`src/design/serial_frame_deframer_unit_defines.svh`:
```
// ----------------------------------------------------------------------------
// Serial frame deframer assertion macros
// Concurrent check helpers, clocked on i_clk and disabled while i_rst_n is low.
// ----------------------------------------------------------------------------
`ifndef SERIAL_FRAME_DEFRAMER_UNIT_DEFINES_SVH
`define SERIAL_FRAME_DEFRAMER_UNIT_DEFINES_SVH
`ifndef NO_ASSERTIONS
// Same-cycle implication
`define SFD_ASSERT_IMPL(label, ante, cons) \
    label: assert property (@(posedge i_clk) disable iff (!i_rst_n) \
        (ante) |-> (cons)) else $error("sfd check failed");
// Next-cycle implication
`define SFD_ASSERT_NEXT(label, ante, cons) \
    label: assert property (@(posedge i_clk) disable iff (!i_rst_n) \
        (ante) |=> (cons)) else $error("sfd check failed");
`else
`define SFD_ASSERT_IMPL(label, ante, cons)
`define SFD_ASSERT_NEXT(label, ante, cons)
`endif
`endif

```
`src/design/sfd_pkg.sv`:
```
// ----------------------------------------------------------------------------
// Serial frame deframer package
// Shared constants, status codes, parser phases and the structs passed
// between the top level and the parser.
// ----------------------------------------------------------------------------
package sfd_pkg;

    // Frame delimiters and the fixed overhead added to the payload length in the max-frame check
    localparam logic [7:0]  HDR_BYTE       = 8'hA5;
    localparam logic [7:0]  TRL_BYTE       = 8'h5A;
    localparam logic [16:0] FRAME_OVERHEAD = 17'd6;

    // Configuration register reset values
    localparam logic [15:0] TIMEOUT_RST    = 16'd1000;
    localparam logic        CSUM_EN_RST    = 1'b1;
    localparam logic [16:0] MAX_FRAME_RST  = 17'd128;

    // Configuration register indexes (word address)
    localparam logic [1:0]  REG_TIMEOUT    = 2'd0;
    localparam logic [1:0]  REG_CSUM_EN    = 2'd1;
    localparam logic [1:0]  REG_MAX_FRAME  = 2'd2;

    typedef enum logic [2:0] {
        ST_OK           = 3'd0,
        ST_BAD_HEADER   = 3'd1,
        ST_BAD_CHECKSUM = 3'd2,
        ST_BAD_TRAILER  = 3'd3,
        ST_BAD_LENGTH   = 3'd4,
        ST_TIMEOUT      = 3'd5
    } t_status;

    typedef enum logic [7:0] {
        PH_HUNT    = 8'b0000_0001,
        PH_HDR2    = 8'b0000_0010,
        PH_LEN_HI  = 8'b0000_0100,
        PH_LEN_LO  = 8'b0000_1000,
        PH_PAYLOAD = 8'b0001_0000,
        PH_CSUM    = 8'b0010_0000,
        PH_TRL1    = 8'b0100_0000,
        PH_TRL2    = 8'b1000_0000
    } t_phase;

    typedef struct packed {
        logic [15:0] timeout_ticks;
        logic        checksum_enable;
        logic [16:0] max_frame_bytes;
    } t_cfg;

    typedef struct packed {
        logic        valid;
        logic [7:0]  payload_byte;
        logic        frame_end;
        t_status     status;
        logic [15:0] payload_count;
    } t_result;

endpackage

```
`src/design/sfd_parser.sv`:
```
// ----------------------------------------------------------------------------
// Serial frame deframer parser
// Frame state and the single-pass update for one byte or timer tick,
// producing at most one payload or status result.
// ----------------------------------------------------------------------------
module sfd_parser
    import sfd_pkg::*;
(
    input  logic       i_clk,
    input  logic       i_rst_n,
    input  logic       i_step,
    input  logic       i_action,
    input  logic [7:0] i_byte,
    input  t_cfg       i_cfg,
    output t_result    o_result
);

    t_phase      r_phase,   n_phase;
    logic [15:0] r_len,     n_len;
    logic [16:0] r_seen,    n_seen;
    logic [7:0]  r_sum,     n_sum;
    logic [15:0] r_idle,    n_idle;

    logic        do_close;
    t_status     close_status;
    logic [15:0] close_count;
    logic [15:0] len_full;

    assign len_full = r_len | {8'h00, i_byte};

    // Work out the next frame state and the result of this beat
    always_comb begin
        n_phase      = r_phase;
        n_len        = r_len;
        n_seen       = r_seen;
        n_sum        = r_sum;
        n_idle       = r_idle;
        do_close     = 1'b0;
        close_status = ST_OK;
        close_count  = 16'd0;
        o_result     = '0;

        if (i_step) begin
            if (i_action) begin
                // Count mid-frame silence, saturating
                if (r_phase != PH_HUNT) begin
                    if (r_idle != 16'hFFFF) begin
                        n_idle = r_idle + 16'd1;
                    end
                    if (n_idle >= i_cfg.timeout_ticks) begin
                        do_close     = 1'b1;
                        close_status = ST_TIMEOUT;
                        close_count  = r_seen[15:0];
                    end
                end
            end else begin
                n_idle = 16'd0;
                case (r_phase)
                    PH_HUNT: begin
                        if (i_byte == HDR_BYTE) begin
                            n_phase = PH_HDR2;
                        end
                    end
                    PH_HDR2: begin
                        if (i_byte != HDR_BYTE) begin
                            do_close     = 1'b1;
                            close_status = ST_BAD_HEADER;
                        end else begin
                            n_phase = PH_LEN_HI;
                        end
                    end
                    PH_LEN_HI: begin
                        n_len   = {i_byte, 8'h00};
                        n_phase = PH_LEN_LO;
                    end
                    PH_LEN_LO: begin
                        n_len = len_full;
                        if (len_full == 16'd0 ||
                            ({1'b0, len_full} + FRAME_OVERHEAD) > i_cfg.max_frame_bytes) begin
                            do_close     = 1'b1;
                            close_status = ST_BAD_LENGTH;
                        end else begin
                            n_seen  = 17'd0;
                            n_sum   = 8'd0;
                            n_phase = (len_full == 16'd1) ? PH_CSUM : PH_PAYLOAD;
                        end
                    end
                    PH_PAYLOAD: begin
                        n_sum  = r_sum + i_byte;
                        n_seen = r_seen + 17'd1;
                        if ((n_seen + 17'd1) >= {1'b0, r_len}) begin
                            n_phase = PH_CSUM;
                        end
                        o_result.valid         = 1'b1;
                        o_result.payload_byte  = i_byte;
                        o_result.payload_count = n_seen[15:0];
                    end
                    PH_CSUM: begin
                        n_sum   = (i_cfg.checksum_enable && r_sum != i_byte) ? 8'd1 : 8'd0;
                        n_phase = PH_TRL1;
                    end
                    PH_TRL1: begin
                        if (i_byte != TRL_BYTE) begin
                            do_close     = 1'b1;
                            close_status = ST_BAD_TRAILER;
                            close_count  = r_seen[15:0];
                        end else begin
                            n_phase = PH_TRL2;
                        end
                    end
                    PH_TRL2: begin
                        do_close    = 1'b1;
                        close_count = r_seen[15:0];
                        if (i_byte != TRL_BYTE) begin
                            close_status = ST_BAD_TRAILER;
                        end else if (r_sum != 8'd0) begin
                            close_status = ST_BAD_CHECKSUM;
                        end else begin
                            close_status = ST_OK;
                        end
                    end
                    default: begin
                        n_phase = PH_HUNT;
                    end
                endcase
            end

            // Close the frame: emit status and go back to hunting
            if (do_close) begin
                o_result.valid         = 1'b1;
                o_result.frame_end     = 1'b1;
                o_result.status        = close_status;
                o_result.payload_count = close_count;
                n_phase = PH_HUNT;
                n_len   = 16'd0;
                n_seen  = 17'd0;
                n_sum   = 8'd0;
                n_idle  = 16'd0;
            end
        end
    end

    // Hold frame state
    always_ff @(posedge i_clk) begin
        if (!i_rst_n) begin
            r_phase <= PH_HUNT;
            r_len   <= 16'd0;
            r_seen  <= 17'd0;
            r_sum   <= 8'd0;
            r_idle  <= 16'd0;
        end else begin
            r_phase <= n_phase;
            r_len   <= n_len;
            r_seen  <= n_seen;
            r_sum   <= n_sum;
            r_idle  <= n_idle;
        end
    end

endmodule

```
`src/design/serial_frame_deframer_unit.sv`:
```
// Any result of an accepted input beat passes through the input register,
// then the result register. Throughput: one beat per cycle unless the output stalls;
// the parser state updates once per beat.
// Reset: synchronous, active low; clears the parser to hunting, empties both
// registers and loads the configuration defaults (timeout 1000, checksum on, max 128).
// ----------------------------------------------------------------------------
// Serial frame deframer unit
// Parses A5 A5 / length / payload / checksum / 5A 5A frames from a byte and
// tick stream, passing payload bytes out and closing each frame with a status.
// ----------------------------------------------------------------------------
`include "serial_frame_deframer_unit_defines.svh"

module serial_frame_deframer_unit
    import sfd_pkg::*;
(
    input  logic        i_clk,
    input  logic        i_rst_n,
    // Configuration port
    input  logic        psel,
    input  logic        penable,
    input  logic        pwrite,
    input  logic [3:0]  paddr,
    input  logic [31:0] pwdata,
    output logic [31:0] prdata,
    output logic        pready,
    // Input stream
    input  logic        s_axis_tvalid,
    output logic        s_axis_tready,
    input  logic [7:0]  s_axis_tdata,   // [7:0] rx_byte
    input  logic        s_axis_tuser,   // [0] action (0 byte, 1 tick)
    // Result stream
    output logic        m_axis_tvalid,
    input  logic        m_axis_tready,
    output logic [23:0] m_axis_tdata,   // [7:0] payload_byte, [23:8] payload_count
    output logic        m_axis_tlast,   // frame_end
    output logic [2:0]  m_axis_tuser    // [2:0] status
);

    t_cfg        r_cfg;
    logic        r_in_valid;
    logic        r_in_action;
    logic [7:0]  r_in_byte;
    logic        r_out_valid;
    logic [7:0]  r_out_byte;
    logic        r_out_last;
    t_status     r_out_status;
    logic [15:0] r_out_count;

    logic        advance;
    logic        cfg_wr;
    t_result     result;

    assign pready = 1'b1;
    assign cfg_wr = psel && penable && pwrite && pready;

    // Write configuration registers
    always_ff @(posedge i_clk) begin
        if (!i_rst_n) begin
            r_cfg.timeout_ticks   <= TIMEOUT_RST;
            r_cfg.checksum_enable <= CSUM_EN_RST;
            r_cfg.max_frame_bytes <= MAX_FRAME_RST;
        end else if (cfg_wr) begin
            case (paddr[3:2])
                REG_TIMEOUT:   r_cfg.timeout_ticks   <= pwdata[15:0];
                REG_CSUM_EN:   r_cfg.checksum_enable <= pwdata[0];
                REG_MAX_FRAME: r_cfg.max_frame_bytes <= pwdata[16:0];
                default: begin
                end
            endcase
        end
    end

    // Read back configuration registers
    always_comb begin
        case (paddr[3:2])
            REG_TIMEOUT:   prdata = {16'd0, r_cfg.timeout_ticks};
            REG_CSUM_EN:   prdata = {31'd0, r_cfg.checksum_enable};
            REG_MAX_FRAME: prdata = {15'd0, r_cfg.max_frame_bytes};
            default:       prdata = 32'd0;
        endcase
    end

    // Advance a beat into the parser when the result register is free
    assign advance       = r_in_valid && (!r_out_valid || m_axis_tready);
    assign s_axis_tready = !r_in_valid || advance;

    // Input register
    always_ff @(posedge i_clk) begin
        if (!i_rst_n) begin
            r_in_valid <= 1'b0;
        end else if (s_axis_tready) begin
            r_in_valid <= s_axis_tvalid;
        end
    end

    always_ff @(posedge i_clk) begin
        if (s_axis_tready && s_axis_tvalid) begin
            r_in_action <= s_axis_tuser;
            r_in_byte   <= s_axis_tdata;
        end
    end

    sfd_parser u_parser (
        .i_clk    (i_clk),
        .i_rst_n  (i_rst_n),
        .i_step   (advance),
        .i_action (r_in_action),
        .i_byte   (r_in_byte),
        .i_cfg    (r_cfg),
        .o_result (result)
    );

    // Result register: load on advance, drop once taken
    always_ff @(posedge i_clk) begin
        if (!i_rst_n) begin
            r_out_valid <= 1'b0;
        end else if (advance) begin
            r_out_valid <= result.valid;
        end else if (m_axis_tready) begin
            r_out_valid <= 1'b0;
        end
    end

    always_ff @(posedge i_clk) begin
        if (advance && result.valid) begin
            r_out_byte   <= result.payload_byte;
            r_out_last   <= result.frame_end;
            r_out_status <= result.status;
            r_out_count  <= result.payload_count;
        end
    end

    assign m_axis_tvalid = r_out_valid;
    assign m_axis_tdata  = {r_out_count, r_out_byte};
    assign m_axis_tlast  = r_out_last;
    assign m_axis_tuser  = r_out_status;

    // Checks
    `SFD_ASSERT_IMPL(a_stall_blocks_input, r_in_valid && r_out_valid && !m_axis_tready, !s_axis_tready)
    `SFD_ASSERT_IMPL(a_status_beat_no_byte, m_axis_tvalid && m_axis_tlast, m_axis_tdata[7:0] == 8'd0)
    `SFD_ASSERT_IMPL(a_payload_beat_ok, m_axis_tvalid && !m_axis_tlast, m_axis_tuser == ST_OK)
    `SFD_ASSERT_NEXT(a_result_kept, r_out_valid && !m_axis_tready, r_out_valid)

endmodule
```
`config.mk`:
```
export PLATFORM = sky130hd
export DESIGN_NAME = serial_frame_deframer_unit
export DESIGN_NICKNAME = d
export VERILOG_FILES = /design/src/design/sfd_pkg.sv /design/src/design/sfd_parser.sv /design/src/design/serial_frame_deframer_unit.sv
export VERILOG_INCLUDE_DIRS = /design/src /design/src/design
export SDC_FILE = /design/constraint.sdc
export NUM_CORES = 1
export LEC_CHECK = 0
export BUFFER_PORTS_ARGS = -buffer_cell sky130_fd_sc_hd__buf_2
export CAP_MARGIN = 0
export CORE_AREA = 2 2 160 162
export DETAILED_ROUTE_END_ITERATION = 8
export DIE_AREA = 0 0 162 164
export GPL_TIMING_DRIVEN = 0
export HOLD_SLACK_MARGIN = 0.08
export PLACE_DENSITY = 0.54
export SETUP_SLACK_MARGIN = 0.4
export SYNTH_ARGS = -nofsm -noshare
export SYNTH_HDL_FRONTEND = slang
export SYNTH_SLANG_ARGS = --single-unit
```
`constraint.sdc`:
```
create_clock -name i_clk -period 12.5 [get_ports i_clk]
set_input_delay 1.25 -clock i_clk [delete_from_list [all_inputs] [get_ports i_clk]]
set_output_delay 1.25 -clock i_clk [all_outputs]
set_load 0.01 [all_outputs]
```
==> results of run 1 <==
worst min path at each step:
stage,start,end,cells past startpoint
after floorplan,r_cfg[16]$_SDFFE_PN0P_,r_cfg[16]$_SDFFE_PN0P_,2
after global placement,r_cfg[29]$_SDFFE_PN0P_,r_cfg[29]$_SDFFE_PN0P_,2
after detailed placement,u_parser.r_len[7]$_SDFFE_PN0P_,u_parser.r_len[7]$_SDFFE_PN0P_,2
after CTS,r_cfg[2]$_SDFFE_PN0P_,r_cfg[2]$_SDFFE_PN0P_,2
after global routing,r_cfg[9]$_SDFFE_PN0P_,r_cfg[9]$_SDFFE_PN0P_,2
final,r_cfg[16]$_SDFFE_PN0P_,r_cfg[16]$_SDFFE_PN0P_,2
flip-flops by register name, indices dropped and copies added, names as in the netlist, 8 cells and up:
name              count
u_parser.r_idle      16
r_cfg                34
u_parser.r_seen      17
u_parser.r_len       16
r_in_byte             8
r_out_count          16
u_parser.r_phase      8
r_out_byte            8
u_parser.r_sum        8
cells by family after synthesis:
group                      count (synthesis)
AOI/OAI and AO/OA                        236
xor gates and xnor gates                  56
adders and majority gates                 61
buffers and inverters                    119
DFF                                      138
muxes                                     24
other                                      2
and+or+nand+nor                          422
cells in the mapped netlist, drive strengths merged (3+ instances only):
cell,count,area [um^2]
nand2,127,476.7
dfxtp,101,2022
nor2,86,339.1
ha,60,750.7
inv,56,210.2
a21oi,39,195.2
nand3,39,195.2
a21boi,37,277.8
edfxtp,37,1111
buf,36,226.5
xnor2,35,325.3
o21ai,28,140.1
clkbuf,27,101.4
nor3,27,135.1
nor2b,25,156.4
mux2i,23,230.2
nand4,21,131.4
o211ai,21,157.7
xor2,21,183.9
and3,20,126.4
nor4,15,100.1
a21o,14,105.1
o21a,13,98.85
a22oi,12,90.09
a31oi,12,75.07
a22o,10,87.58
and2,10,63.81
nand2b,10,62.56
o31ai,9,67.56
and4,8,70.07
o2bb2ai,8,70.07
nand4b,7,61.31
nor3b,5,37.54
or3,5,41.29
a211o,4,35.03
a211oi,4,35.03
a32oi,4,35.03
o22ai,4,25.02
a221oi,3,26.28
and4b,3,30.03
nor4bb,3,30.03
or4,3,22.52
stage by stage:
| step | total power [mW] | area, um^2 | std cells |
|---|---|---|---|
| global placement | 0.5496 | 9876 | 1483 |
| floorplan | 0.5214 | 9057 | 1072 |
| global route | 1.072 | 10480 | 1516 |
| finish | 1.037 | 10480 | 1516 |
| detailed placement | 0.5498 | 9907 | 1484 |
| CTS | 1.044 | 10480 | 1516 |
where the power goes:
part	internal [mW]	leakage, nW	total [mW]	switching [mW]
registers	0.461	1.23	0.470	0.00898
logic	0.0272	2.66	0.0704	0.0432
clock network	0.275	0.284	0.497	0.221
total	0.764	4.18	1.04	0.274
placed cells by master (no fill, tap or decap), drive strengths merged, types with 12 or more instances in the layout:
master  instances
o211ai         21
o21ai          28
nand4          21
conb           16
a21o           14
and3           20
o21a           13
a21oi          39
a22oi          12
nor2           86
nor2b          25
clkbuf         46
inv            61
mux2i          23
a31oi          12
xor2           21
dfxtp         101
ha             60
nand2         127
a21boi         37
nor3           27
buf           118
edfxtp         37
nor4           15
nand3          39
xnor2          35
worst max-delay path, stage by stage, from the launching register on:
cell and delay [ns]:
dfxtp_1 0.30, clkbuf_1 0.29, and4_1 0.34, nand4_1 0.18, nor4_1 0.81, nor2_1 0.24, nand2_1 0.17, xnor2_1 0.19
ha_1 0.30, a2111oi_0 0.42, o21a_1 0.22, o221ai_1 0.33, a221o_1 0.48, nor2_1 0.70, and4_1 0.33, buf_2 0.21
a22o_1 0.15
area by class of cell:
cell class,instances,area (um^2),area share
Inverter,56,210.2,0.02006
Sequential cell,138,3133,0.2990
Clock buffer,19,464.2,0.04430
Timing Repair Buffer,82,425.4,0.04060
Tap cell,330,412.9,0.03941
Buffer,63,327.8,0.03129
Clock inverter,13,106.4,0.01015
Multi-Input combinational cell,815,5398,0.5152
metal layers:
metal	global-route usage	wire length [um]	up-vias
met3	0.03157	1162	32
met1	0.2783	12810	3861
met2	0.3203	12000	199
met4	0.06718	528	0
met5	0	0	-
li1	-	-	4034
==> run metrics, run 1 <==
outcome=finished, final reports clean; number of different library cells in the post-synthesis netlist=74; drt via density=5.360; flop2flop setup slack=6.74 ns; synthesis warning total=0; area of the mapped netlist=9005 um^2; unrepaired setup endpoints after global routing=no; pin slew with the least headroom to its limit=1.162 ns; number of max-slew violations in the final report=0; count of inserted antenna diode cells=0; clock slew seen by the registers of the worst setup and hold paths=0.07 ns; number of setup buffers added after CTS=0; IR drop worst, VDD=about 73 uV; fraction of synthesized cell area in xor and xnor cells=0.05655; initial antenna violation count=0; Data arrival, critical path=~6.1 ns; cts-stage hold buffer count=0; required time at the worst-slack endpoint=12.87 ns; Worst Hold Margin=around 0.48 ns; CTS Buffer Depth=2; path type of the worst setup path=reg -> reg; max-cap check violation count=0; worst min path class=reg -> reg; Num Clock Sinks=roughly 140; start point of the critical path=u_parser.r_idle[2]$_SDFFE_PN0P_; count of pins on the block boundary=115; f_max=173.7 MHz; Setup WS post-layout=6.743 ns; Initial Utilization=0.3628; Die Area=approximately 27,000 um^2; hold violation total from the final report=0; number of cells on the worst reg-to-reg path=16; Leak Pwr=~4.2 nW; global-route wire length before repair=41.34 mm; root buf cell=clkbuf_16; capturing instance or port of the critical path=u_parser.r_len[8]$_SDFFE_PN0P_; dominant combinational cell family by area after synthesis=simple AND/OR/NAND/NOR gates; CTS tree=yes; type of element launching the critical path=flip-flop; vias in the first global route=7,619; RR Startpoint=u_parser.r_idle[2]$_SDFFE_PN0P_; share of post-route cells with drive strength above 1=0.1374; top_reg_cell synth=dfxtp_1; setup TNS after final layout=0 ns; die outline width=162 um; Max Clock Skew=0.009481 ns; mean routed wirelength per cell=between 15 and 20 um; kind of end point of the critical path=flip-flop; maximum number of pins on one net before global-route repair=29; ratio of total power to cell area=99.01 nW/um^2; synthesized area per cell=~8.5 um^2; total track usage=0.2011; sequential area share after synthesis=0.3479; adder-cell area share of the yosys netlist=0.08559; total setup violations reported at the end of the flow=0; count of mapped cells out of synthesis=roughly 1,100; post-route ant nets=0; estimated wirelength of the detail-placed design=20.34 mm; synth-to-layout area growth=16.35%; filler instances=about 2,600; proportion of register bits with asynchronous set or reset after synthesis=0; die boundary height=164 um; worst-skew pair later-pin latency=approximately 0.44 ns; worst-case headroom to the max-slew limit=0.2235; Initial DRC Count=625; PortBufs=81; utilization after layout=0.4222; total number of placement rows=58; Reg2Reg Capture Point=u_parser.r_len[8]$_SDFFE_PN0P_; via count=8,126; flip-flop and latch count after synthesis=138; first-pass iteration count of the detailed router=6; Post-synth EDFFs=37; area of the placeable core=around 25,000 um^2; area fraction in compound gates after synthesis=0.1835; synthesized-area fraction occupied by and/or/nand/nor cells=0.2390; Critical Path Fanout Max=10; Resized Gates After CTS=0; setup slack after placement=6.934 ns; minimum clock period after layout=5.757 ns; count of H-tree levels built during CTS=4; ratio of final minimum period to clock period=0.4606; fraction of synthesized area in multiplexers=0.02682; number of nets at the end of the flow=1,286; detailed-route wire length=roughly 26 mm; detailed-route DRC error count=0; routability-driven placement congestion ratio=0.8903; remaining global-route overflow=0; TritonCTS Buffers=17
Power figures use the tool's default switching activity.
==> inputs of run 2 (changes only) <==
==> constraint.sdc (replaced) <==
create_clock -name i_clk -period 5.5 [get_ports i_clk]
set_input_delay 0.55 -clock i_clk [delete_from_list [all_inputs] [get_ports i_clk]]
set_output_delay 0.55 -clock i_clk [all_outputs]
set_load 0.01 [all_outputs]
==> run 2 against run 1 <==
  * Worst hold slack lost 0.19 ns
  * Fmax grew 19%
  * Power grew 130%
  * Register-to-register slack lost 6.1 ns
  * Combinational power grew 150%
==> run metrics, run 2 (synthesis results as in run 1) <==
outcome=finished, final reports clean; TritonCTS Buffers=17; setup TNS after final layout=0 ns; remaining global-route overflow=0; flop2flop setup slack=0.65 ns; number of nets at the end of the flow=1,291; pin slew with the least headroom to its limit=1.145 ns; estimated wirelength of the detail-placed design=20.42 mm; area of the placeable core=around 25,000 um^2; Die Area=between 20,000 and 30,000 um^2; detailed-route wire length=roughly 27 mm; registers with the most flip-flops=r_cfg: 34 flops, u_parser.r_seen: 17 flops; commonest non-fill, non-tap cells in the layout=nand2_1, dfxtp_1, buf_2, nor2_1, ha_1; number of flip-flops in the largest register=34; post-route ant nets=0; worst-skew pair later-pin latency=approximately 0.43 ns; total setup violations reported at the end of the flow=0; drt via density=roughly 5.4; f_max=206.0 MHz; count of H-tree levels built during CTS=4; Initial DRC Count=505; Initial Utilization=0.3628; number of cells on the critical path=17; routability-driven placement congestion ratio=between 0.8 and 0.9; register with the highest flop count=r_cfg; via count=8,184; Critical Path Fanout Max=8; Num Clock Sinks=138; Worst Hold Margin=0.2891 ns; synth-to-layout area growth=18.15%; ratio of final minimum period to clock period=0.8826; CP max-delay cell=edfxtp_1; Reg2Reg Capture Point=r_out_count[15]$_SDFFCE_PN0P_; detailed-route DRC error count=0; beginning of the worst hold path=s_axis_tdata[7]; Data arrival, critical path=5.03 ns; PortBufs=81; die outline width=162 um; RR Startpoint=r_in_byte[1]$_DFFE_PP_; CP top delay family=compound AO/OA/AOI/OAI gates; Post-Layout Cell Count=1,521; IR drop worst, VDD=150.3 uV; CTS tree=yes; Leak Pwr=4.256 nW; die boundary height=164 um; share of post-route cells with drive strength above 1=0.1528; unrepaired setup endpoints after global routing=no; global-route wire length before repair=41.83 mm; total number of placement rows=58; minimum clock period after layout=4.854 ns; total track usage=0.2024; area occupied by registers=3133 um^2; Total Power Consumption=2.406 mW; required time at the worst-slack endpoint=5.67 ns; Setup WS post-layout=0.6457 ns; clock slew seen by the registers of the worst setup and hold paths=roughly 0.070 ns; Max Clock Skew=roughly 0.012 ns; number of max-slew violations in the final report=0; filler instances=2,517; ratio of total power to cell area=226.2 nW/um^2; number of instances on the worst hold path=1; max-cap check violation count=0; most common cell after layout, fill and taps aside=nand2_1; type of element launching the critical path=flip-flop; initial antenna violation count=0; largest stage delay on the critical path=0.50 ns; CTS Buffer Depth=2; path type of the worst setup path=reg -> reg; worst min path class=in -> reg; number of cells on the worst reg-to-reg path=17; capture endpoint of the worst hold path=r_in_byte[7]$_DFFE_PP_; kind of end point of the critical path=flip-flop; root buf cell=clkbuf_16; WP buf/inv=0; setup slack after placement=-0.003219 ns; cell total after placement=between 1,000 and 1,500; list of cells traversed by the critical path=nor4_4, nor4_2, o21ai_0, nor2_2, and4_1, and3_1, nand2_1, xnor2_1, ha_1, a21o_1, a21o_1, a21oi_1, o2bb2ai_1, a221o_1, o21a_2, o21a_1, a22o_1; cell with the most instances on the worst path=a21o_1; vias in the first global route=7,665; count of pins on the block boundary=115; mean routed wirelength per cell=17.74 um; maximum number of pins on one net before global-route repair=29; hold violation total from the final report=0; area used by multi-input combinational logic=5497 um^2; count of inserted antenna diode cells=0; worst-case headroom to the max-slew limit=0.2306; first-pass iteration count of the detailed router=5
-- run 2: through the flow --
step                      utilization  area (um^2)
after floorplan                     -         9057
after global placement         0.3979         9876
after detailed placement       0.3992         9907
after CTS                      0.4254        10560
after global routing           0.4287        10640
final                          0.4287        10640
-- run 2: how the worst max path moves through the flow --
stage                                    startpoint                         endpoint  slack, ns
floorplan                    r_in_byte[1]$_DFFE_PP_       m_axis_tlast$_SDFFCE_PN0P_       0.44
global placement    u_parser.r_idle[2]$_SDFFE_PN0P_    r_out_count[14]$_SDFFCE_PN0P_      -1.34
detailed placement  u_parser.r_idle[2]$_SDFFE_PN0P_  u_parser.r_len[14]$_SDFFE_PN0P_     -0.003
CTS                 u_parser.r_idle[2]$_SDFFE_PN0P_    r_out_count[15]$_SDFFCE_PN0P_       0.43
global route        u_parser.r_idle[2]$_SDFFE_PN0P_    r_out_count[15]$_SDFFCE_PN0P_       0.40
finish                       r_in_byte[1]$_DFFE_PP_    r_out_count[15]$_SDFFCE_PN0P_       0.65
-- run 2: timing repair --
item | in CTS | in global routing
endpoints found under the setup margin | 92 | 96
hold buffers | 0 | 0
setup buffers | 4 | 1
resized for setup | 6 | 14
pin swaps | 0 | 1
cloned | 0 | 0
-- run 2: power breakdown --
| group | total, mW | switching [mW] | internal, mW |
|---|---|---|---|
| clock | 1.17 | 0.498 | 0.671 |
| sequential | 1.06 | 0.0156 | 1.05 |
| combinational | 0.174 | 0.108 | 0.0661 |
-- run 2: final cells by class --
| type | count | share of cell area |
|---|---|---|
| Inverter | 56 | 0.01976 |
| Clock inverter | 13 | 0.01223 |
| Sequential cell | 138 | 0.2945 |
| Tap cell | 330 | 0.03881 |
| Timing Repair Buffer | 87 | 0.04351 |
| Buffer | 63 | 0.03093 |
| Multi-Input combinational cell | 815 | 0.5166 |
| Clock buffer | 19 | 0.04363 |
-- run 2: per-layer routing --
metal  routed length [um]  up-vias  GRT usage  part of all wire
li1                     -     4045          -                 -
met1                13110     3897     0.2831              0.49
met2                12410      218     0.3337              0.46
met3                 1161       24    0.02626             0.043
met4                  296        0    0.04545             0.011
met5                    0        -          0                 0
